--- src/hw/rtl/sis_pkg.sv ---
// shared constants, controller states and control bundles for the index shuffle core
`timescale 1ns / 1ps
package sis_pkg;

  localparam int DEF_MAX_ELEMENTS = 1024;

  localparam int SEED_W  = 64;
  localparam int COUNT_W = 11;
  localparam int POS_W   = 10;
  localparam int ENTRY_W = 10;

  localparam int IN_TDATA_W  = 88;
  localparam int OUT_TDATA_W = 16;

  localparam logic [63:0] GOLDEN_INC = 64'h9E3779B97F4A7C15;
  localparam logic [63:0] MIX_MUL_A  = 64'hBF58476D1CE4E5B9;
  localparam logic [63:0] MIX_MUL_B  = 64'h94D049BB133111EB;
  localparam int          SHIFT_A    = 30;
  localparam int          SHIFT_B    = 27;
  localparam int          SHIFT_C    = 31;

  typedef enum logic [3:0] {
    ST_IDLE,
    ST_CHECK,
    ST_FILL,
    ST_TOPCHK,
    ST_ADV,
    ST_MUL1,
    ST_XS27,
    ST_MUL2,
    ST_XS31,
    ST_DIV,
    ST_SRA,
    ST_SRB,
    ST_SWA,
    ST_SWB,
    ST_RD,
    ST_RESULT
  } sis_state_t;

  typedef struct packed {
    logic load;
    logic fill_wr;
    logic st_adv;
    logic mul_clr;
    logic mul_step;
    logic mul_b;
    logic xs27;
    logic xs31;
    logic div_step;
    logic rd_top;
    logic rd_pick;
    logic wr_top;
    logic wr_pick;
    logic top_dec;
    logic commit;
    logic rd_pos;
    logic out_load;
  } sis_cmd_t;

  typedef struct packed {
    logic is_read;
    logic pos_bad;
    logic count_bad;
    logic fill_done;
    logic top_le1;
    logic mul_last;
    logic div_last;
    logic out_busy;
  } sis_stat_t;

endpackage

--- src/hw/rtl/sis_ctrl.sv ---
// controller state machine sequencing check, fill, mix, modulo, swap, read and result steps
`timescale 1ns / 1ps
module sis_ctrl (
  input  logic               clk,
  input  logic               rst_n,
  input  logic               in_valid,
  output logic               in_ready,
  input  sis_pkg::sis_stat_t stat,
  output sis_pkg::sis_cmd_t  cmd
);
  import sis_pkg::*;

  sis_state_t state_r, state_nxt;

  always_ff @(posedge clk) begin
    if (!rst_n) begin
      state_r <= ST_IDLE;
    end else begin
      state_r <= state_nxt;
    end
  end

  always_comb begin
    state_nxt = state_r;
    unique case (state_r)
      ST_IDLE:   if (in_valid) state_nxt = ST_CHECK;
      ST_CHECK: begin
        if (stat.is_read) begin
          state_nxt = stat.pos_bad ? ST_RESULT : ST_RD;
        end else begin
          state_nxt = stat.count_bad ? ST_RESULT : ST_FILL;
        end
      end
      ST_FILL:   if (stat.fill_done) state_nxt = ST_TOPCHK;
      ST_TOPCHK: state_nxt = stat.top_le1 ? ST_RESULT : ST_ADV;
      ST_ADV:    state_nxt = ST_MUL1;
      ST_MUL1:   if (stat.mul_last) state_nxt = ST_XS27;
      ST_XS27:   state_nxt = ST_MUL2;
      ST_MUL2:   if (stat.mul_last) state_nxt = ST_XS31;
      ST_XS31:   state_nxt = ST_DIV;
      ST_DIV:    if (stat.div_last) state_nxt = ST_SRA;
      ST_SRA:    state_nxt = ST_SRB;
      ST_SRB:    state_nxt = ST_SWA;
      ST_SWA:    state_nxt = ST_SWB;
      ST_SWB:    state_nxt = ST_TOPCHK;
      ST_RD:     state_nxt = ST_RESULT;
      ST_RESULT: if (!stat.out_busy) state_nxt = ST_IDLE;
      default:   state_nxt = ST_IDLE;
    endcase
  end

  always_comb begin
    cmd      = '0;
    in_ready = 1'b0;
    unique case (state_r)
      ST_IDLE: begin
        in_ready = 1'b1;
        cmd.load = in_valid;
      end
      ST_FILL:   cmd.fill_wr = !stat.fill_done;
      ST_TOPCHK: cmd.commit = stat.top_le1;
      ST_ADV: begin
        cmd.st_adv  = 1'b1;
        cmd.mul_clr = 1'b1;
      end
      ST_MUL1:   cmd.mul_step = 1'b1;
      ST_XS27: begin
        cmd.xs27    = 1'b1;
        cmd.mul_clr = 1'b1;
      end
      ST_MUL2: begin
        cmd.mul_step = 1'b1;
        cmd.mul_b    = 1'b1;
      end
      ST_XS31:   cmd.xs31 = 1'b1;
      ST_DIV:    cmd.div_step = 1'b1;
      ST_SRA:    cmd.rd_top = 1'b1;
      ST_SRB:    cmd.rd_pick = 1'b1;
      ST_SWA:    cmd.wr_top = 1'b1;
      ST_SWB: begin
        cmd.wr_pick = 1'b1;
        cmd.top_dec = 1'b1;
      end
      ST_RD:     cmd.rd_pos = 1'b1;
      ST_RESULT: cmd.out_load = !stat.out_busy;
      default:   cmd = '0;
    endcase
  end

endmodule

--- config.mk ---
export PLATFORM = sky130hd
export DESIGN_NAME = sis_ctrl
export DESIGN_NICKNAME = d
export VERILOG_FILES = /design/src/hw/rtl/sis_pkg.sv /design/src/hw/rtl/sis_ctrl.sv
export SDC_FILE = /design/constraint.sdc
export NUM_CORES = 1
export LEC_CHECK = 0
export ABC_AREA = 1
export ABC_CLOCK_PERIOD_IN_PS = 1800
export BUFFER_PORTS_ARGS = -buffer_cell sky130_fd_sc_hd__buf_2
export CELL_PAD_IN_SITES_DETAIL_PLACEMENT = 1
export CELL_PAD_IN_SITES_GLOBAL_PLACEMENT = 1
export CORE_MARGIN = 1.5
export CORE_UTILIZATION = 26
export CTS_CLUSTER_SIZE = 24
export DETAILED_ROUTE_END_ITERATION = 10
export GPL_TIMING_DRIVEN = 0
export PLACE_DENSITY = 0.84
export SYNTH_ARGS = -nofsm -noshare
export SYNTH_HDL_FRONTEND = slang
export SYNTH_SLANG_ARGS = --single-unit
export TNS_END_PERCENT = 100
--- constraint.sdc ---
create_clock -name clk -period 1.8 [get_ports clk]
set_clock_uncertainty 0.15 [all_clocks]
set_input_delay 0.09 -clock clk [delete_from_list [all_inputs] [get_ports clk]]
set_output_delay 0.09 -clock clk [all_outputs]
set_load 0.005 [all_outputs]
# == Word level (Yosys, flattened, before mapping) ==
# Cells that the tools add are included.
# totals
register_bits,4
out_inout_bits,18
wordCells,56
# classes
eq_ne,21
mux,28
n_reduce_logical,6
# ops
cell,count
$pmux W4 S16,1
$mux W4,9
$eq A4 B4 Y1 const B,8
$mux W1,17
$eq A4 B3 Y1 const B,4
$ne A2 B2 Y1 const B,6
$eq A4 B2 Y1 const B,2
$reduce_and A6 Y1,1
$eq A4 B1 Y1 const B,1
$logic_not A4 Y1,1
$reduce_or A2 Y1,2
$logic_not A1 Y1,2
$mux W2,1

# == Logic depth before layout (Yosys ltp) ==
# Gate-level depths: netlist (run 1).
# depth
word_depth,3
ltp_mapped,9

# == Worst setup path before layout (run 1) ==
# OpenSTA, ideal clock, no wires.
# synth_timing
kind,register to register
startpoint,register state_r[0]
endpoint,register state_r[0]
setup_time_ns,0.116
t_arrival_ns,1.051
required_time_ns,1.534
setup_slack_ns,0.483
stages_incl_launch_ff,10
path_cell_list,dfxtp_1 buf_4 inv_2 nor2_1 nand3_1 inv_1 nor2_1 nand2_4 nor2_1 nor2_1
# synth_via
elab_chain_len,3
# synth_lines
element,line,rtl
"start, declared",sis_ctrl.sv:13,"sis_state_t state_r, state_nxt;"
"start signal, assigned",sis_ctrl.sv:19,state_r <= state_nxt;
"$eq A4 B2 Y1, or another cell as far along",sis_ctrl.sv:25,unique case (state_r)
$ne A2 B2 Y1 (no line),-,
$reduce_and A6 Y1 (no line),-,
# Several ways; a longest one is shown, not always the timed one.
# A chain may end at the register's enable or synchronous reset.

==> results of run 1 <==
-- cells in the final DEF (no fill, tap or decap), types with 2 or more instances in the layout --
| cell | netlist | final |
|---|---|---|
| sky130_fd_sc_hd__nor2_2 | 3 | 3 |
| sky130_fd_sc_hd__dfxtp_1 | 4 | 4 |
| sky130_fd_sc_hd__clkbuf_4 | 0 | 3 |
| sky130_fd_sc_hd__nand2_1 | 23 | 23 |
| sky130_fd_sc_hd__inv_1 | 20 | 20 |
| sky130_fd_sc_hd__inv_2 | 5 | 5 |
| sky130_fd_sc_hd__nand3_2 | 3 | 3 |
| sky130_fd_sc_hd__buf_2 | 0 | 28 |
| sky130_fd_sc_hd__nand3_1 | 7 | 7 |
| sky130_fd_sc_hd__a21oi_1 | 5 | 5 |
| sky130_fd_sc_hd__nor2_1 | 21 | 21 |
| sky130_fd_sc_hd__o21ai_0 | 2 | 2 |
| sky130_fd_sc_hd__nand2_2 | 2 | 2 |
| sky130_fd_sc_hd__buf_4 | 2 | 2 |
-- worst min-delay path by stage --
stage / end / from / slack (ps)
after floorplan: cmd[0] / stat[0] / 70
after global placement: state_r[0] / rst_n / 190
after detailed placement: state_r[0] / rst_n / 220
after CTS: state_r[0] / stat[3] / 150
after global routing: state_r[0] / stat[3] / 210
final: state_r[0] / stat[3] / 140
-- per-layer routing --
layer	global-route usage, %	up-vias	part of all wire, %
met4	4.86	0	0.52
met3	1.89	2	3.9
met1	21.0	334	42
met5	0	-	0
met2	33.9	18	54
li1	-	363	-
-- area by class of cell --
class / count / area [sq um] / area share, %
Inverter: 25 / 93.8 / 12.9
Multi-Input combinational cell: 70 / 332 / 45.6
Timing Repair Buffer: 29 / 150 / 20.7
Sequential cell: 4 / 80.1 / 11.0
Clock buffer: 3 / 22.5 / 3.10
Tap cell: 27 / 33.8 / 4.65
Buffer: 2 / 15.0 / 2.07
-- worst max-delay path, delay by kind of cell (launching register included) --
family	cells	cell delay [ps]
simple gates	2	340
flops	1	440
buf+inv	3	370
-- synth_stat cells (all sizes together) --
library cell / count
a21oi: 5
buf: 2
dfxtp: 4
inv: 25
nand2: 26
nand3: 10
nand3b: 1
nor2: 25
nor3: 1
o21ai: 2
-- logic make-up (layout without fill, tap and decap cells) --
kind of cell           after synthesis  after routing
AND/OR/NAND/NOR                     63             63
flip-flops                           4              4
buffers and inverters               27             59
AO/OA/AOI/OAI                        7              7
-- power by group through the flow --
stage / clock network, mW / logic [mW] / registers, mW
after CTS: 0.120 / 0.702 / 0.165
after detailed placement: 0 / 0.688 / 0.167
after global routing: 0.123 / 0.794 / 0.171
after global placement: 0 / 0.649 / 0.165
after floorplan: 0 / 0.484 / 0.156
final: 0.118 / 0.692 / 0.166
-- what timing repair did --
item / CTS / global route
hold endpoints to repair: 3 / 0
setup buffers: 0 / 0
hold buffers: 1 / 0
==> metrics.log, run 1 <==
[metrics] status: finished, final reports clean
[metrics] aggregate global routing overflow: 0
[metrics] hold depth: 5
[metrics] Core Footprint: 1920 sq um
[metrics] initial core utilization: 27.1%
[metrics] fraction of post-synthesis cell area in the top cell type by area: 16.6%
[metrics] static power due to leakage: 0.485 nW
[metrics] net switching fraction of the power: 55.6%
[metrics] level count of the clock H-tree: 1
[metrics] Adder-Cell Fraction of Synth Area: 0%
[metrics] number of nets in the layout: 146
[metrics] detailed-route via count: 717
[metrics] setup slack of the worst register-to-register path: 280 ps
[metrics] ratio of cells with drive above 1 in the final layout: 36.1%
[metrics] most area-consuming cells after synthesis: sky130_fd_sc_hd__nand2_1 (17%), sky130_fd_sc_hd__dfxtp_1 (15%), sky130_fd_sc_hd__nor2_1 (15%)
[metrics] antenna violations before repair: 0
[metrics] Setup TNS: 0 ps
[metrics] number of nets still failing antenna checks after routing: 0
[metrics] Setup crit start kind: register
[metrics] die boundary width: 47.7 um
[metrics] portion of netlist area occupied by mux cells: 0%
[metrics] Post-Synth XOR/XNOR Area: 0%
[metrics] Reg2Reg Capture Point: state_r[1]
[metrics] drt first-iter violations: 16
[metrics] number of endpoints with negative hold slack in the final report: 0
[metrics] cell with the largest stage delay on the worst path: sky130_fd_sc_hd__dfxtp_1
[metrics] max reg flops: 4
[metrics] pin count of the biggest net entering global routing: 9
[metrics] syn avg cell area: 5.15 sq um
[metrics] area of the mapped netlist: 520 sq um
[metrics] Clock Latency Late Sink: 240 ps
[metrics] Wirelength per Cell: 12.1 um
[metrics] via density per instance: 4.48
[metrics] number of sinks handled by clock tree synthesis: 4
[metrics] Inst Count DP: 156
[metrics] number of input and output port buffers inserted: 28
[metrics] total routing usage reported by global routing: 17.9%
[metrics] DRC viols: 0
[metrics] Core Util, Final: 37.8%
[metrics] net count after synthesis: 112
[metrics] Pint: 0.433 mW
[metrics] Crit path required time: 1560 ps
[metrics] Yosys cell types: 16
[metrics] Rows: 16
[metrics] part of the power in registers: 17.1%
[metrics] post-synthesis register bit count: 4
[metrics] dominant combinational cell family by area after synthesis: simple AND/OR/NAND/NOR gates
[metrics] Clk Tree Root Cell: sky130_fd_sc_hd__clkbuf_4
[metrics] FILL cells: 299
[metrics] number of cells upsized or downsized after cts: 0
[metrics] via count of the first global-routing pass: 678
[metrics] smallest hold slack: 138 ps
[metrics] final worst path period need: 1620 ps
[metrics] proportion of power drawn by the clock network: 12.1%
[metrics] clock transition at the registers of the reported paths: 40 ps
[metrics] Gate Count Post-Synth: 101
[metrics] Pre-Repair DR Iteration Count: 4
[metrics] worst slew slack as a fraction of its limit: 79.3%
[metrics] Reg with most FFs: state_r
[metrics] reg2reg start: state_r[3]
[metrics] critical path endpoint: cmd[9]
[metrics] P per Cell Area: 1340 nW/um^2
[metrics] share of the synthesized area in compound gates (AO/OA/AOI/OAI): 6.73%
[metrics] dpl ws: 280 ps
[metrics] Worst VDD drop: 431 uV
[metrics] post-place instance area: 694 sq um
[metrics] routability-driven placement congestion ratio: 0.815
[metrics] transition time at the pin with the least slew margin: 310 ps
[metrics] Final Cycle Share: 90.1%
[metrics] synth warn: 0
[metrics] start-to-end type of the worst setup path: reg -> out
[metrics] final setup margin: 178 ps
[metrics] Comb pwr share: 70.9%
[metrics] startpoint of the most critical setup path: state_r[3]
[metrics] filler-free cell count of the finished design: 160
[metrics] max frequency: 617 MHz
[metrics] full die area: 2280 sq um
[metrics] clock buffer depth: 2
[metrics] Worst Setup End Kind: primary output
[metrics] Slew Viols, Final: 0
[metrics] overall power after layout: 0.976 mW
[metrics] unrepaired setup endpoints after global routing: no
[metrics] worst-case reg-to-reg path depth: 8
[metrics] Worst path max stage delay: 440 ps
[metrics] post-synthesis simple-gate area fraction: 57.0%
[metrics] sum of routed wire length over all layers: 1940 um
[metrics] Critical Path, Cell by Cell: inv_1, nor2_1, inv_1, nor2_1, buf_2
[metrics] Inserted Clock Buffers: 3
[metrics] clock tree from TritonCTS: yes
[metrics] switching pwr: 0.543 mW
[metrics] path category of the worst min-delay check: in -> reg
[metrics] dpl hpwl: 1560 um
[metrics] Regs by FF count: state_r (4)
[metrics] n_diodes: 0
[metrics] data arrival time at the worst-slack endpoint: 1380 ps
[metrics] number of top-level pins: 29
[metrics] count of final setup violators: 0
[metrics] fin area: 727 sq um
[metrics] Die Height: 47.7 um
[metrics] CP max FO: 6
[metrics] first-pass GRT wire length: 2900 um
[metrics] post-synthesis sequential area ratio: 15.4%
[metrics] synthesis-to-layout area growth: 39.7%
[metrics] library cell occupying the most area in the post-synthesis netlist: sky130_fd_sc_hd__nand2_1
[metrics] max-cap viol count: 0
Note: power is estimated with default switching activity, not from simulation.
==> run 2, diff against run 1 <==
--- a/config.mk
+++ b/config.mk
@@ -15,7 +15,8 @@
 export CTS_CLUSTER_SIZE = 24
 export DETAILED_ROUTE_END_ITERATION = 10
 export GPL_TIMING_DRIVEN = 0
-export PLACE_DENSITY = 0.84
+export MAX_ROUTING_LAYER = met4
+export PLACE_DENSITY = 0.89
 export SYNTH_ARGS = -nofsm -noshare
 export SYNTH_HDL_FRONTEND = slang
 export SYNTH_SLANG_ARGS = --single-unit
==> metrics.log, run 2 (synthesis gave the netlist of run 1 again) <==
[metrics] DRC viols: 0
[metrics] clock buffer depth: 2
[metrics] final worst path period need: 1640 ps
[metrics] Worst VDD drop: 523 uV
[metrics] P per Cell Area: 1340 nW/um^2
[metrics] drt first-iter violations: 7
[metrics] dpl hpwl: 1490 um
[metrics] count of final setup violators: 0
[metrics] Crit path required time: 1760 ps
[metrics] CP delay by family, top: simple AND/OR/NAND/NOR gates
[metrics] Die Height: 47.7 um
[metrics] Setup TNS: 0 ps
[metrics] hold depth: 5
[metrics] number of input and output port buffers inserted: 28
[metrics] smallest hold slack: 192 ps
[metrics] Wirelength per Cell: 11.4 um
[metrics] Setup crit start kind: register
[metrics] max reg flops: 4
[metrics] cell type with the highest occurrence count on the critical path: sky130_fd_sc_hd__nor2_2
[metrics] worst-case reg-to-reg path depth: 7
[metrics] ratio of cells with drive above 1 in the final layout: 36.1%
[metrics] via density per instance: 4.34
[metrics] Core Footprint: 1920 sq um
[metrics] antenna violations before repair: 0
[metrics] sum of routed wire length over all layers: 1830 um
[metrics] most common cell after layout, fill and taps aside: sky130_fd_sc_hd__buf_2
[metrics] worst slew slack as a fraction of its limit: 79.4%
[metrics] number of cells upsized or downsized after cts: 0
[metrics] path category of the worst min-delay check: in -> reg
[metrics] Reg2Reg Capture Point: state_r[0]
[metrics] Worst path max stage delay: 440 ps
[metrics] Reg with most FFs: state_r
[metrics] number of endpoints with negative hold slack in the final report: 0
[metrics] die boundary width: 47.7 um
[metrics] Regs by FF count: state_r (4)
[metrics] clock tree from TritonCTS: yes
[metrics] initial core utilization: 27.1%
[metrics] Critical Path, Cell by Cell: inv_1, nor2_2, nand3_2, nand3_1, nor2_2, o21ai_0, nor2_1
[metrics] sink of the worst hold path: state_r[1]
[metrics] fin area: 727 sq um
[metrics] cell with the largest stage delay on the worst path: sky130_fd_sc_hd__dfxtp_1
[metrics] Pre-Repair DR Iteration Count: 4
[metrics] post-place instance area: 694 sq um
[metrics] via count of the first global-routing pass: 660
[metrics] number of sinks handled by clock tree synthesis: 4
[metrics] setup slack of the worst register-to-register path: 160 ps
[metrics] clock transition at the registers of the reported paths: 40 ps
[metrics] Slew Viols, Final: 0
[metrics] reg2reg start: state_r[2]
[metrics] routability-driven placement congestion ratio: 0.808
[metrics] data arrival time at the worst-slack endpoint: 1600 ps
[metrics] Final Cycle Share: 91.1%
[metrics] max-cap viol count: 0
[metrics] aggregate global routing overflow: 0
[metrics] most frequent cells in the layout: sky130_fd_sc_hd__buf_2 (28), sky130_fd_sc_hd__nand2_1 (23), sky130_fd_sc_hd__nor2_1 (21)
[metrics] Inserted Clock Buffers: 3
[metrics] max frequency: 610 MHz
[metrics] Clk Tree Root Cell: sky130_fd_sc_hd__clkbuf_4
[metrics] static power due to leakage: 0.485 nW
[metrics] start-to-end type of the worst setup path: reg -> reg
[metrics] full die area: 2280 sq um
[metrics] number of top-level pins: 29
[metrics] n_diodes: 0
[metrics] hold path start: stat[3]
[metrics] number of nets still failing antenna checks after routing: 0
[metrics] first-pass GRT wire length: 2640 um
[metrics] pin count of the biggest net entering global routing: 9
[metrics] Clock Latency Late Sink: 240 ps
[metrics] synthesis-to-layout area growth: 39.7%
[metrics] Rows: 16
[metrics] transition time at the pin with the least slew margin: 309 ps
[metrics] unrepaired setup endpoints after global routing: no
[metrics] total buffers and inverters traversed by the critical path: 1
[metrics] number of nets in the layout: 146
[metrics] CP max FO: 6
[metrics] Worst Setup End Kind: register
[metrics] level count of the clock H-tree: 1
[metrics] status: finished, final reports clean
[metrics] detailed-route via count: 694
[metrics] total routing usage reported by global routing: 17.1%
==> run 2: worst max-delay path by stage <==
stage	startpoint	endpoint	slack (ps)	cells past startpoint
2_1_floorplan	state_r[0]	state_r[0]	480	9
3_3_place_gp	state_r[2]	state_r[0]	370	7
3_5_place_dp	state_r[2]	state_r[0]	300	7
4_1_cts	state_r[2]	cmd[10]	250	5
5_1_grt	state_r[3]	state_r[0]	50	6
6_report	state_r[2]	state_r[0]	160	7
==> run 2: what timing repair did <==
item | 4_1_cts | 5_1_grt
endpoints found under the hold margin | 3 | 0
hold buffers | 1 | 0
setup endpoints to repair | 0 | 0
buffers inserted | 0 | 0
==> run 2: layout make-up <==
cell class              instances  area, sq um
inverters                      25         93.8
well taps                      27         33.8
clock buffers                   3         22.5
repair buffers                 29          150
fillers                       297         1190
plain buffers                   2         15.0
flip-flops and latches          4         80.1
multi-input cells              70          332
==> run 2: routing by layer <==
metal	global-route usage, %	wire length, um
met2	33.6	1030
met1	17.0	747
met5	-	0
met4	0	0
met3	5.66	49
==> run 2: worst min-delay path, stage by stage <==
cell	delay (ps)
sky130_fd_sc_hd__buf_2	110
sky130_fd_sc_hd__nand3_2	100
sky130_fd_sc_hd__nand3_1	90
sky130_fd_sc_hd__nand2_1	80
sky130_fd_sc_hd__a21oi_1	60
==> run 2: report_power, final <==
group          total, mW  internal [mW]  switching (mW)
registers          0.166          0.125          0.0411
clock network      0.111         0.0746          0.0369
logic              0.694          0.234           0.460
==> run 2: per-stage QoR <==
| step | cells | utilization (%) | total power [mW] | setup slack [ps] |
|---|---|---|---|---|
| CTS | 160 | 37.8 | 0.971 | 246 |
| finish | 160 | 37.8 | 0.971 | 161 |
| detailed placement | 156 | 36.1 | 0.851 | 298 |
| global route | 160 | 37.8 | 1.07 | 54.4 |
| floorplan | 101 | - | 0.640 | 483 |
| global placement | 156 | 36.1 | 0.806 | 374 |
